==> src/aabb_overlap_query_top_assert.svh <==
// ----------------------------------------------------------------------------
// Assertion macros for aabb_overlap_query_top
// Clocked on clk, disabled while arst_n is low.
// ----------------------------------------------------------------------------
`ifndef AABB_OVERLAP_QUERY_TOP_ASSERT_SVH
`define AABB_OVERLAP_QUERY_TOP_ASSERT_SVH

// same-cycle implication
`define AABB_ASSERT_NOW(label, ante, cons, msg) \
	label: assert property (@(posedge clk) disable iff (!arst_n) (ante) |-> (cons)) \
		else $error(msg);

// next-cycle implication
`define AABB_ASSERT_NEXT(label, ante, cons, msg) \
	label: assert property (@(posedge clk) disable iff (!arst_n) (ante) |=> (cons)) \
		else $error(msg);

`endif

==> src/aabb_pkg.sv <==
// ----------------------------------------------------------------------------
// aabb_pkg
// Shared constants, types and per-axis arithmetic for the rectangle
// overlap query block.
// ----------------------------------------------------------------------------
package aabb_pkg;

	localparam int ENTRIES_DEF = 16;
	localparam int MAX_SCAN    = 16;
	localparam int ENTRY_W     = 62;
	localparam int COUNT_W     = 5;

	localparam logic CMD_WRITE = 1'b0;
	localparam logic CMD_QUERY = 1'b1;

	typedef enum logic [1:0] {
		ST_IDLE,
		ST_SCAN,
		ST_DRAIN,
		ST_FINISH
	} state_t;

	// query radius + entry radius - |query center - entry center|
	function automatic logic signed [17:0] axis_sum(
		input logic signed [15:0] qp,
		input logic        [14:0] qr,
		input logic signed [15:0] ep,
		input logic        [14:0] er
	);
		logic signed [16:0] d;
		logic        [16:0] ad;
		d  = $signed({qp[15], qp}) - $signed({ep[15], ep});
		ad = d[16] ? 17'(-d) : 17'(d);
		return $signed({3'b000, qr}) + $signed({3'b000, er}) - $signed({1'b0, ad});
	endfunction

	// intersection center from a positive sum, saturated to 16 bits
	function automatic logic signed [15:0] axis_center(
		input logic signed [17:0] sum,
		input logic               gt,
		input logic signed [15:0] ep,
		input logic        [14:0] er
	);
		logic        [14:0] h;
		logic signed [17:0] c;
		h = sum[15:1];
		if (gt) begin
			c = $signed({{2{ep[15]}}, ep}) + $signed({3'b000, er}) - $signed({3'b000, h});
		end else begin
			c = $signed({{2{ep[15]}}, ep}) - $signed({3'b000, er}) + $signed({3'b000, h});
		end
		if (c > 18'sd32767) begin
			return 16'sh7FFF;
		end else if (c < -18'sd32768) begin
			return 16'sh8000;
		end else begin
			return c[15:0];
		end
	endfunction

endpackage

==> src/aabb_ram.sv <==
// ----------------------------------------------------------------------------
// aabb_ram
// Generic simple dual-port RAM, one write port, one registered read port.
// ----------------------------------------------------------------------------
module aabb_ram #(
	parameter int WIDTH = 62,
	parameter int DEPTH = 16,
	localparam int AW = (DEPTH > 1) ? $clog2(DEPTH) : 1
) (
	input  logic             clk,
	input  logic             we,
	input  logic [AW-1:0]    waddr,
	input  logic [WIDTH-1:0] wdata,
	input  logic             re,
	input  logic [AW-1:0]    raddr,
	output logic [WIDTH-1:0] rdata
);

	logic [WIDTH-1:0] mem_q [DEPTH];

	always_ff @(posedge clk) begin
		if (we) begin
			mem_q[waddr] <= wdata;
		end
		if (re) begin
			rdata <= mem_q[raddr];
		end
	end

endmodule

==> src/aabb_overlap_query_top.sv <==
// ----------------------------------------------------------------------------
// aabb_overlap_query_top
// Rectangle table with overlap query. Writes store one entry; a query scans
// the entries in use and reports every overlapping entry.
// ----------------------------------------------------------------------------
// A write is taken when busy is low, and busy stays low. A query holds busy high
// over a scan of count entries, where count is the smaller of entries_in_use,
// ENTRIES and 16, and over what follows the last read: the RAM output stage,
// the compute stage, a drain check and a final state. The table RAM gives one
// entry per cycle. Results come out on strobe for one cycle each and cannot be
// held off; the last one carries last and appears in the cycle in which busy
// falls. A query with no overlapping entry gives one result with hit low.
// A hit is held one step so that the final hit can carry last.
// ----------------------------------------------------------------------------
`include "aabb_overlap_query_top_assert.svh"

module aabb_overlap_query_top #(
	parameter int ENTRIES = aabb_pkg::ENTRIES_DEF
) (
	input  logic                               clk,
	input  logic                               arst_n,
	input  logic                               start,
	output logic                               busy,
	input  logic                               cmd,
	input  logic        [3:0]                  entry_index,
	input  logic signed [15:0]                 pos_x,
	input  logic signed [15:0]                 pos_y,
	input  logic        [14:0]                 radius_x,
	input  logic        [14:0]                 radius_y,
	input  logic                               cfg_valid,
	output logic                               cfg_ready,
	input  logic        [aabb_pkg::COUNT_W-1:0] cfg_data,
	output logic                               strobe,
	output logic                               hit,
	output logic        [3:0]                  match_index,
	output logic signed [15:0]                 overlap_center_x,
	output logic signed [15:0]                 overlap_center_y,
	output logic        [14:0]                 overlap_half_x,
	output logic        [14:0]                 overlap_half_y,
	output logic                               last
);

	localparam int AW       = (ENTRIES > 1) ? $clog2(ENTRIES) : 1;
	localparam int SCAN_LIM = (ENTRIES < aabb_pkg::MAX_SCAN) ? ENTRIES : aabb_pkg::MAX_SCAN;
	localparam int CW       = aabb_pkg::COUNT_W;

	aabb_pkg::state_t state_q, state_d;

	logic [CW-1:0] entries_q;
	logic [CW-1:0] count_q;
	logic [CW-1:0] scan_q;
	logic [CW-1:0] count_sel;

	logic signed [15:0] qpx_q, qpy_q;
	logic        [14:0] qrx_q, qry_q;

	logic                       accept, wr_en, query_go, rd_en, finish;
	logic [aabb_pkg::ENTRY_W-1:0] rd_data;

	logic               v_s1;
	logic [3:0]         idx_s1;
	logic signed [15:0] epx_s1, epy_s1;
	logic        [14:0] erx_s1, ery_s1;

	logic               v_s2;
	logic [3:0]         idx_s2;
	logic signed [17:0] sx_s2, sy_s2;
	logic               gtx_s2, gty_s2;
	logic signed [15:0] epx_s2, epy_s2;
	logic        [14:0] erx_s2, ery_s2;

	logic               hit_s2;
	logic signed [15:0] cx_s2, cy_s2;

	logic               pv_q;
	logic [3:0]         pidx_q;
	logic signed [15:0] pcx_q, pcy_q;
	logic        [14:0] phx_q, phy_q;

	logic               strobe_q, hit_q, last_q;
	logic [3:0]         idx_q;
	logic signed [15:0] cx_q, cy_q;
	logic        [14:0] hx_q, hy_q;

	assign cfg_ready = 1'b1;
	assign accept    = start && !busy;
	assign wr_en     = accept && (cmd == aabb_pkg::CMD_WRITE)
		&& (7'(entry_index) < 7'(ENTRIES));
	assign query_go  = accept && (cmd == aabb_pkg::CMD_QUERY);

	always_comb begin
		if (7'(entries_q) < 7'(SCAN_LIM)) begin
			count_sel = entries_q;
		end else begin
			count_sel = CW'(SCAN_LIM);
		end
	end

	// next state
	always_comb begin
		state_d = state_q;
		unique case (state_q)
			aabb_pkg::ST_IDLE: begin
				if (query_go) state_d = aabb_pkg::ST_SCAN;
			end
			aabb_pkg::ST_SCAN: begin
				if (scan_q == count_q) state_d = aabb_pkg::ST_DRAIN;
			end
			aabb_pkg::ST_DRAIN: begin
				if (!v_s1 && !v_s2) state_d = aabb_pkg::ST_FINISH;
			end
			aabb_pkg::ST_FINISH: begin
				state_d = aabb_pkg::ST_IDLE;
			end
			default: state_d = aabb_pkg::ST_IDLE;
		endcase
	end

	// state outputs
	always_comb begin
		busy   = 1'b1;
		rd_en  = 1'b0;
		finish = 1'b0;
		unique case (state_q)
			aabb_pkg::ST_IDLE:   busy = 1'b0;
			aabb_pkg::ST_SCAN:   rd_en = (scan_q != count_q);
			aabb_pkg::ST_DRAIN:  ;
			aabb_pkg::ST_FINISH: finish = 1'b1;
			default:             busy = 1'b0;
		endcase
	end

	always_ff @(posedge clk or negedge arst_n) begin
		if (!arst_n) begin
			state_q   <= aabb_pkg::ST_IDLE;
			entries_q <= '0;
			scan_q    <= '0;
			count_q   <= '0;
			v_s1      <= 1'b0;
			v_s2      <= 1'b0;
			pv_q      <= 1'b0;
			strobe_q  <= 1'b0;
		end else begin
			state_q  <= state_d;
			v_s1     <= rd_en;
			v_s2     <= v_s1;
			strobe_q <= finish || (v_s2 && hit_s2 && pv_q);
			if (cfg_valid && cfg_ready) begin
				entries_q <= cfg_data;
			end
			if (query_go) begin
				scan_q  <= '0;
				count_q <= count_sel;
			end else if (rd_en) begin
				scan_q <= scan_q + CW'(1);
			end
			if (query_go || finish) begin
				pv_q <= 1'b0;
			end else if (v_s2 && hit_s2) begin
				pv_q <= 1'b1;
			end
		end
	end

	aabb_ram #(
		.WIDTH (aabb_pkg::ENTRY_W),
		.DEPTH (ENTRIES)
	) u_table (
		.clk   (clk),
		.we    (wr_en),
		.waddr (AW'(entry_index)),
		.wdata ({pos_x, pos_y, radius_x, radius_y}),
		.re    (rd_en),
		.raddr (AW'(scan_q)),
		.rdata (rd_data)
	);

	assign epx_s1 = $signed(rd_data[61:46]);
	assign epy_s1 = $signed(rd_data[45:30]);
	assign erx_s1 = rd_data[29:15];
	assign ery_s1 = rd_data[14:0];

	// query operands, entry index and stage payload
	always_ff @(posedge clk) begin
		if (query_go) begin
			qpx_q <= pos_x;
			qpy_q <= pos_y;
			qrx_q <= radius_x;
			qry_q <= radius_y;
		end
		if (rd_en) begin
			idx_s1 <= scan_q[3:0];
		end
		if (v_s1) begin
			idx_s2 <= idx_s1;
			sx_s2  <= aabb_pkg::axis_sum(qpx_q, qrx_q, epx_s1, erx_s1);
			sy_s2  <= aabb_pkg::axis_sum(qpy_q, qry_q, epy_s1, ery_s1);
			gtx_s2 <= (qpx_q > epx_s1);
			gty_s2 <= (qpy_q > epy_s1);
			epx_s2 <= epx_s1;
			epy_s2 <= epy_s1;
			erx_s2 <= erx_s1;
			ery_s2 <= ery_s1;
		end
	end

	assign hit_s2 = (sx_s2 > 18'sd0) && (sy_s2 > 18'sd0);
	assign cx_s2  = aabb_pkg::axis_center(sx_s2, gtx_s2, epx_s2, erx_s2);
	assign cy_s2  = aabb_pkg::axis_center(sy_s2, gty_s2, epy_s2, ery_s2);

	// hold the newest hit, emit the previous one
	always_ff @(posedge clk) begin
		if (v_s2 && hit_s2) begin
			pidx_q <= idx_s2;
			pcx_q  <= cx_s2;
			pcy_q  <= cy_s2;
			phx_q  <= sx_s2[15:1];
			phy_q  <= sy_s2[15:1];
		end
		if (finish) begin
			hit_q  <= pv_q;
			last_q <= 1'b1;
			idx_q  <= pv_q ? pidx_q : 4'd0;
			cx_q   <= pv_q ? pcx_q : 16'sd0;
			cy_q   <= pv_q ? pcy_q : 16'sd0;
			hx_q   <= pv_q ? phx_q : 15'd0;
			hy_q   <= pv_q ? phy_q : 15'd0;
		end else if (v_s2 && hit_s2 && pv_q) begin
			hit_q  <= 1'b1;
			last_q <= 1'b0;
			idx_q  <= pidx_q;
			cx_q   <= pcx_q;
			cy_q   <= pcy_q;
			hx_q   <= phx_q;
			hy_q   <= phy_q;
		end
	end

	assign strobe           = strobe_q;
	assign hit              = hit_q;
	assign last             = last_q;
	assign match_index      = idx_q;
	assign overlap_center_x = cx_q;
	assign overlap_center_y = cy_q;
	assign overlap_half_x   = hx_q;
	assign overlap_half_y   = hy_q;

	`AABB_ASSERT_NEXT(a_finish_emits, state_q == aabb_pkg::ST_FINISH, strobe_q && last_q, "no final beat")
	`AABB_ASSERT_NOW(a_mid_beat_busy, strobe_q && !last_q, busy, "mid beat while idle")
	`AABB_ASSERT_NOW(a_miss_is_last, strobe_q && !hit_q, last_q, "miss beat not last")
	`AABB_ASSERT_NEXT(a_query_busy, query_go, busy, "query taken, not busy")
	`AABB_ASSERT_NOW(a_scan_bound, state_q == aabb_pkg::ST_SCAN, scan_q <= count_q, "scan past count")

endmodule
==> config.mk <==
export PLATFORM = sky130hd
export DESIGN_NAME = aabb_overlap_query_top
export DESIGN_NICKNAME = d
export VERILOG_FILES = /design/src/aabb_pkg.sv /design/src/aabb_ram.sv /design/src/aabb_overlap_query_top.sv
export VERILOG_INCLUDE_DIRS = /design/src /design/src/src
export SDC_FILE = /design/constraint.sdc
export NUM_CORES = 2
export LEC_CHECK = 0
export BUFFER_PORTS_ARGS = -buffer_cell sky130_fd_sc_hd__clkbuf_2
export CAP_MARGIN = 25
export CORE_MARGIN = 2
export CORE_UTILIZATION = 45
export CTS_CLUSTER_DIAMETER = 60
export DETAILED_ROUTE_END_ITERATION = 10
export GPL_TIMING_DRIVEN = 0
export SLEW_MARGIN = 25
export SYNTH_ARGS = -nofsm -noshare
export SYNTH_HDL_FRONTEND = slang
export SYNTH_SLANG_ARGS = --single-unit
==> constraint.sdc <==
create_clock -name clk -period 9.1 [get_ports clk]
set_clock_uncertainty 0.2 [all_clocks]
set_input_delay 0.91 -clock clk [delete_from_list [all_inputs] [get_ports clk]]
set_output_delay 0.91 -clock clk [all_outputs]
set_load 0.005 [all_outputs]
### Word-level counts from Yosys, hierarchy flattened

Memories as Yosys holds them, arrays and structs flattened. A register that Yosys moved wholly into a read port is not among the register bits.
Index checks and enable logic that the tools add are counted.

* memories kept: 1
* memory bits (writable): 992
* output and inout bits: 71
* register bits after elaboration: 325
* word-level logic and storage cells: 123
* bits of input ports: 76

* magnitude comparators: 9
* eq/ne operators: 8
* reductions and logical operators: 16
* muxes and demuxes: 37
* $add $sub $neg: 17
* bitwise logic cells: 1

Memory list
* u_table.mem_q: words 16, width 62, read ports 1, clocked after Yosys merged registers in 1, wr ports 1, line aabb_ram.sv:19 `logic [WIDTH-1:0] mem_q [DEPTH];`

Operators by type and width (count)
* 16-bit 2-to-1 mux: 8
* 15-bit 2-to-1 mux: 6
* 16-bit by 16-bit subtractor with 17-bit output: 4
* 17-bit by 16-bit adder with 18-bit output: 2
* 18-bit by 1-bit greater-than comparator with 1-bit output (second input constant): 2
* 18-bit by 16-bit greater-than comparator with 1-bit output (second input constant): 2
* 18-bit by 16-bit less-than comparator with 1-bit output (second input constant): 2
* 18-bit 2-to-1 mux: 2
* 16-bit by 17-bit subtractor with 18-bit output: 2
* 17-bit by 16-bit subtractor with 18-bit output: 2
* 16-bit by 16-bit adder with 17-bit output: 2
* 17-bit 2-to-1 mux: 2
* 17-bit negation: 2
* 15-bit by 15-bit adder with 16-bit output: 2
* 16-bit greater-than comparator: 2
* 5-bit 2-to-1 mux: 3
* 4-bit 2-to-1 mux: 3
* 1-bit 2-to-1 mux: 9
* 2-bit case mux with 4 select lines: 1
* 1-bit logical AND: 7
* 2-bit 2-to-1 mux: 3
* 2-bit != test (second input constant): 3
* 2-bit nonzero test: 3
* 5-bit by 1-bit adder with 5-bit output (second input constant): 1
* 10 further kinds: 13

### Logic depth before layout (Yosys ltp)

* depth after elaboration: 6
* depth in mapped cells: 24
* gate-level depth less buffers: 24

### Modules after synthesis

Synthesis repeated with hierarchy kept, for this count alone.

* cells, all modules: 3428
* area, all modules: 59308.1 sq um

By module, submodules not included
* aabb_ram: area each 38953.6 sq um, cells an instance 1598, times used 1, seq. area each 31650.4 sq um
* aabb_overlap_query_top: area each 20354.5 sq um, cells an instance 1830, times used 1, seq. area each 9644.2 sq um

### Worst setup path before layout

OpenSTA, ideal clock, no wires.

* kind: register to register
* start: reg sx_s2[13]
* end: reg hit_q (netlist: hit), enable pin
* path buffers: 0
* cell stages (with the launch flop): 7
* data required time: 8.463 ns
* path slack: 1.130 ns
* period minus slack after synthesis: 7.970 ns
* library setup time: 0.437 ns
* arrival time: 7.333 ns
* cell sequence: edfxtp_1 nor4_1 nand4_1 nor4_1 nor3_1 nand2_1 nand2b_1

* word-level cells in the longest chain between the ends: 5

Ends and longest elaborated chain
* start: declaration: line aabb_overlap_query_top.sv:67 `logic signed [17:0] sx_s2, sy_s2;`
* start signal: assignment: line aabb_overlap_query_top.sv:196 `sx_s2 <= aabb_pkg::axis_sum(qpx_q, qrx_q, epx_s1, erx_s1);`
* 18-bit by 1-bit greater-than comparator with 1-bit output: line aabb_overlap_query_top.sv:207 `assign hit_s2 = (sx_s2 > 18'sd0) && (sy_s2 > 18'sd0);`
* 1-bit logical AND: line aabb_overlap_query_top.sv:207
* 1-bit logical AND (2 in series): line aabb_overlap_query_top.sv:228 `end else if (v_s2 && hit_s2 && pv_q) begin`
* 2-bit nonzero test (no source line)
* end signal: assignment: line aabb_overlap_query_top.sv:221 `hit_q <= pv_q;`
* end: declaration: line aabb_overlap_query_top.sv:80 `logic strobe_q, hit_q, last_q;`

Every way passes these cells.
A chain may end at the register's enable or synchronous reset.

### Final worst setup path

* start: reg u_table.rdata[46] (read register of u_table.mem_q)
* end: reg sx_s2[16] (data pin)

* word-level cells in the longest chain between the ends: 4

Ends and longest elaborated chain
* start: declaration: line aabb_ram.sv:16 `output logic [WIDTH-1:0] rdata`
* 16-bit by 16-bit subtractor with 17-bit output *: line aabb_pkg.sv:32 `d = $signed({qp[15], qp}) - $signed({ep[15], ep});`
* 17-bit negation: line aabb_pkg.sv:33 `ad = d[16] ? 17'(-d) : 17'(d);`
* 17-bit 2-to-1 mux *: line aabb_pkg.sv:33
* 16-bit by 17-bit subtractor with 18-bit output *: line aabb_pkg.sv:34 `return $signed({3'b000, qr}) + $signed({3'b000, er}) - $signed({1'b0, ad});`

Mark *: on every way between the ends. The rest lies on a longest branch, timed or not.

==> metrics list <==
- The flow ran to the end, and the final reports show no timing, DRC or antenna violations.
* Instance count of the mapped netlist: 3,278
* Cell internal pwr: 17.6 mW
- For this run, design rule violations remaining after detail routing come to 0.
* Static leakage power: 23.9 nW
- At the end of the flow, the number of nets in the layout was 4,003.
- The synthesized design devotes to its leading area cell type 68.5% of total area.
* Synthesis-to-layout area growth: 16.2%
* Number of buffers created by CTS: 151
* Type of the worst setup path: register to register
- In this run the tightest slew margin relative to its limit is 29.1%.
* Pre-CTS setup slack: 2700 ps
- Worst-margin pin slew: 1060 ps
* Clock root buffer: sky130_fd_sc_hd__clkbuf_16
- The number of max-slew violations in the final report came to 0.
- During synthesis, Yosys emitted a total of 0 warnings.
- Count leader, synth: sky130_fd_sc_hd__edfxtp_1
- NetSw: 11.1 mW
- Clock period minus final worst setup slack: 6530 ps
- Number of setup violations in the final report: 0
- Dividing the detail-routed via count by the number of cells gives 5.59.
- Combinational cells account for 48.2% of the total power.
* Total wire length after detailed routing: 148,000 um
- Fillers: 10.5k
- Remaining global-route overflow: 0
* Row count: 133
- Worst voltage drop across the vdd grid: 325 uV
* Setup crit start kind: register
* Die area: 135,000 um^2
- Kind of path behind the tightest hold check: input port to register
- Across all layers, the routed design uses 31.1k vias.
- Final period util: 71.8%
- Max frequency: 153 MHz
- In this run, the clock network consumes 20.3% of the power.
* Count of flip-flops with a built-in enable after synthesis: 1,357
* Height of the chip: 368 um
- The mapped netlist covers 59,500 um^2.
- In this run the standard cell core region covers 131,000 um^2.
- Global routing usage summed across all routing layers: 22.2%
* Placement-stage cell area: 64,400 um^2
* Part of the total power dissipated in sequential elements: 31.5%
- Synthesis inferred 1,379 register bits.
- Sequential elements use 69.4% of the synthesized area.
* CTS tree: built
* Detailed Place HPWL: 107,000 um
- Of the cells placed in the final design, the portion with a size suffix greater than 1 is 23.2%.
* Leading cell types by total area after synthesis: sky130_fd_sc_hd__edfxtp_1 68%, sky130_fd_sc_hd__mux4_2 12%, sky130_fd_sc_hd__fa_1 3.1%, sky130_fd_sc_hd__ha_1 3.0%, sky130_fd_sc_hd__inv_1 1.7%
* Top cell type by total area after synthesis: sky130_fd_sc_hd__edfxtp_1
* Unrepaired setup endpoints after global routing: false
- For this run, the leading register cell type out of synthesis is sky130_fd_sc_hd__edfxtp_1.
* Maximum number of pins on one net before global-route repair: 52
* Via count of the first global-routing pass: 31.2k
* Final hold viol count: 0
- Each instance of the synthesized netlist takes up on average 18.2 um^2.
* Initial antenna violation count: 8
- For this configuration, the core starts out at a cell density of 45.3%.
- Max Buffers Root-to-Sink: 3
* Worst path setup slack after routing: 2570 ps
* Clock-pin slew reported for the worst setup and hold paths after clock tree synthesis: 60 ps
- Number of library cell types mapped by synthesis: 82
- The pre-antenna-repair detailed-routing pass consisted of 6 iterations.
- Area of the multi-input gates: 17,000 um^2
- For this design the ratio of total power to cell area is 415 nW/um^2.
- In the synthesized netlist, the cells that appear most often are 1,357 x sky130_fd_sc_hd__edfxtp_1, 310 x sky130_fd_sc_hd__mux4_2, 263 x sky130_fd_sc_hd__inv_1, 144 x sky130_fd_sc_hd__ha_1, 119 x sky130_fd_sc_hd__nor2_1.
* Routed wirelength normalized by instance count: 26.6 um
- Number of nets in the synthesized netlist: 3,590
- Critical Path AT: 6850 ps
- Storage cell area: 41,300 um^2
* Global-route wire length before repair: 216,000 um
- Of all nets on the critical path, the largest fanout is 10.
- # port buffers: 145
- After the first detailed-routing iteration, the DRC count stood at 3,436.
* Horizontal extent of the die: 368 um
- Deepest level of the CTS H-tree: 4
- # Max-Cap Violations: 0
- The clock reaches the later pin of the worst-skew pair after 800 ps.
* Net switching share of the total power: 38.6%
* GPL Wtd Cong: 0.885
- After synthesis, the share of flip-flops with an asynchronous set or reset is 1.52%.
- Req. time, crit path: 9420 ps
* Top-Level Pins: 147
- Once the clock tree was built, the resizer swapped 0 gates to a different size.
* Finished Cell Area: 69,200 um^2
* Number of sinks handled by clock tree synthesis: 1,379
- In this run the post-CTS setup repair buffer count came out at 0.
* Antenna-violating nets left: 0
- STA classifies the critical path endpoint as a register.
- Hold Buf Count CTS: 1
[metrics by stage]
step	power, mW	hold slack [ps]	TNS (ps)	util (%)	instances
after global routing	30.7	125	0	52.6	5563
after CTS	28.8	96.1	0	52.6	5560
final	28.7	151	0	52.6	5565
after global placement	22.8	211	-1059040	47.5	5178
after floorplan	19.0	200	0	-	3278
after detailed placement	22.9	206	0	49.0	5290
[registers in the layout (all words and copies together), names as in the netlist, 16 cells and up]
| signal | count |
|---|---|
| overlap_center_x | 16 |
| u_table.rdata | 62 |
| sy_s2 | 18 |
| qpx_q | 16 |
| pcy_q | 16 |
| qpy_q | 16 |
| sx_s2 | 18 |
| overlap_center_y | 16 |
| epy_s2 | 16 |
| u_table.mem_q | 992 |
| epx_s2 | 16 |
| pcx_q | 16 |
[layout make-up]
class	count	share of cell area, %
clock buffer	189	5.83
multi-input combinational	1536	24.6
tap	1755	3.17
sequential	1379	59.7
antenna	3	0.0109
buffer	98	0.608
inverter	265	1.44
timing repair buffer	260	3.68
clock inverter	80	0.984
[cell usage in the layout (no fill, tap or decap), drive strengths merged, types with 5 or more instances in the layout]
master,n
nor3,42
nand3b,6
and3,5
dfrtp,21
o21ai,112
a211oi,19
mux2i,7
nand2,67
or3,11
xor2,51
nor2,119
edfxtp,1357
o31ai,11
or2,8
ha,144
a21o,32
nand3,21
mux2,10
nor4,11
nand4,16
xnor2,71
and2,71
fa,92
and4,5
o21a,36
clkinv,58
bufinv,7
nor2b,18
a211o,6
o31a,9
inv,278
a31oi,11
mux4,310
buf,143
clkbuf,403
o21bai,15
a21oi,105
nand2b,22
o211ai,13
[logic make-up after synthesis]
group	share of synthesized area [%]
mux	12.1
other cells	0.00630
xor+xnor	1.81
fa+ha+maj	6.14
flops	69.4
simple gates	3.84
buf+inv	2.30
compound gates	4.48
[critical path, stage by stage, from the launching register on]
cell and delay (ps):
sky130_fd_sc_hd__edfxtp_1 550, sky130_fd_sc_hd__ha_1 300, sky130_fd_sc_hd__fa_1 410, sky130_fd_sc_hd__nor2b_1 150
sky130_fd_sc_hd__o31a_1 220, sky130_fd_sc_hd__o211ai_1 120, sky130_fd_sc_hd__o211a_1 190, sky130_fd_sc_hd__or2_2 330
sky130_fd_sc_hd__a41oi_2 430, sky130_fd_sc_hd__nor2_1 100, sky130_fd_sc_hd__xor2_1 480, sky130_fd_sc_hd__fa_1 510
sky130_fd_sc_hd__ha_1 330, sky130_fd_sc_hd__nor2b_1 150, sky130_fd_sc_hd__o21a_1 180, sky130_fd_sc_hd__o21ai_0 280
sky130_fd_sc_hd__a21oi_1 180, sky130_fd_sc_hd__a311oi_1 480, sky130_fd_sc_hd__o31ai_1 190, sky130_fd_sc_hd__a21o_1 200
sky130_fd_sc_hd__a21oi_1 160, sky130_fd_sc_hd__xnor2_1 100
[layer usage]
layer / vias to the layer above / track usage [%] / routed length (um)
met5: - / 0 / 66
met4: 10 / 6.48 / 3770
met3: 213 / 4.26 / 8850
met2: 941 / 35.2 / 70600
met1: 16252 / 31.4 / 64800
li1: 13677 / - / -
[power by group through the flow]
stage | Clock [mW] | Sequential [mW] | Combinational [mW]
6_report | 5.83 | 9.04 | 13.8
5_1_grt | 6.20 | 9.09 | 15.4
4_1_cts | 5.93 | 9.04 | 13.8
3_5_place_dp | 0 | 9.17 | 13.7
3_3_place_gp | 0 | 9.31 | 13.5
2_1_floorplan | 0 | 8.87 | 10.1
[final timing paths]
check                                                 start                       end  slack, ps  depth (start not counted)
worst max-delay path            u_table.rdata[46]$_DFFE_PP_       sx_s2[16]$_DFFE_PP_       2570                         21
worst min-delay path                            cfg_data[0]  entries_q[0]$_DFFE_PN0P_        150                          2
worst max register to register  u_table.rdata[46]$_DFFE_PP_       sx_s2[16]$_DFFE_PP_       2570                         21
worst min register to register          idx_s2[3]$_DFFE_PP_       pidx_q[3]$_DFFE_PP_        220                          0
max in group asynchronous                            arst_n            v_s1$_DFF_PN0_       7620                          2
min in group asynchronous                            arst_n  entries_q[0]$_DFFE_PN0P_        510                          2
Power figures use the tool's default switching activity.
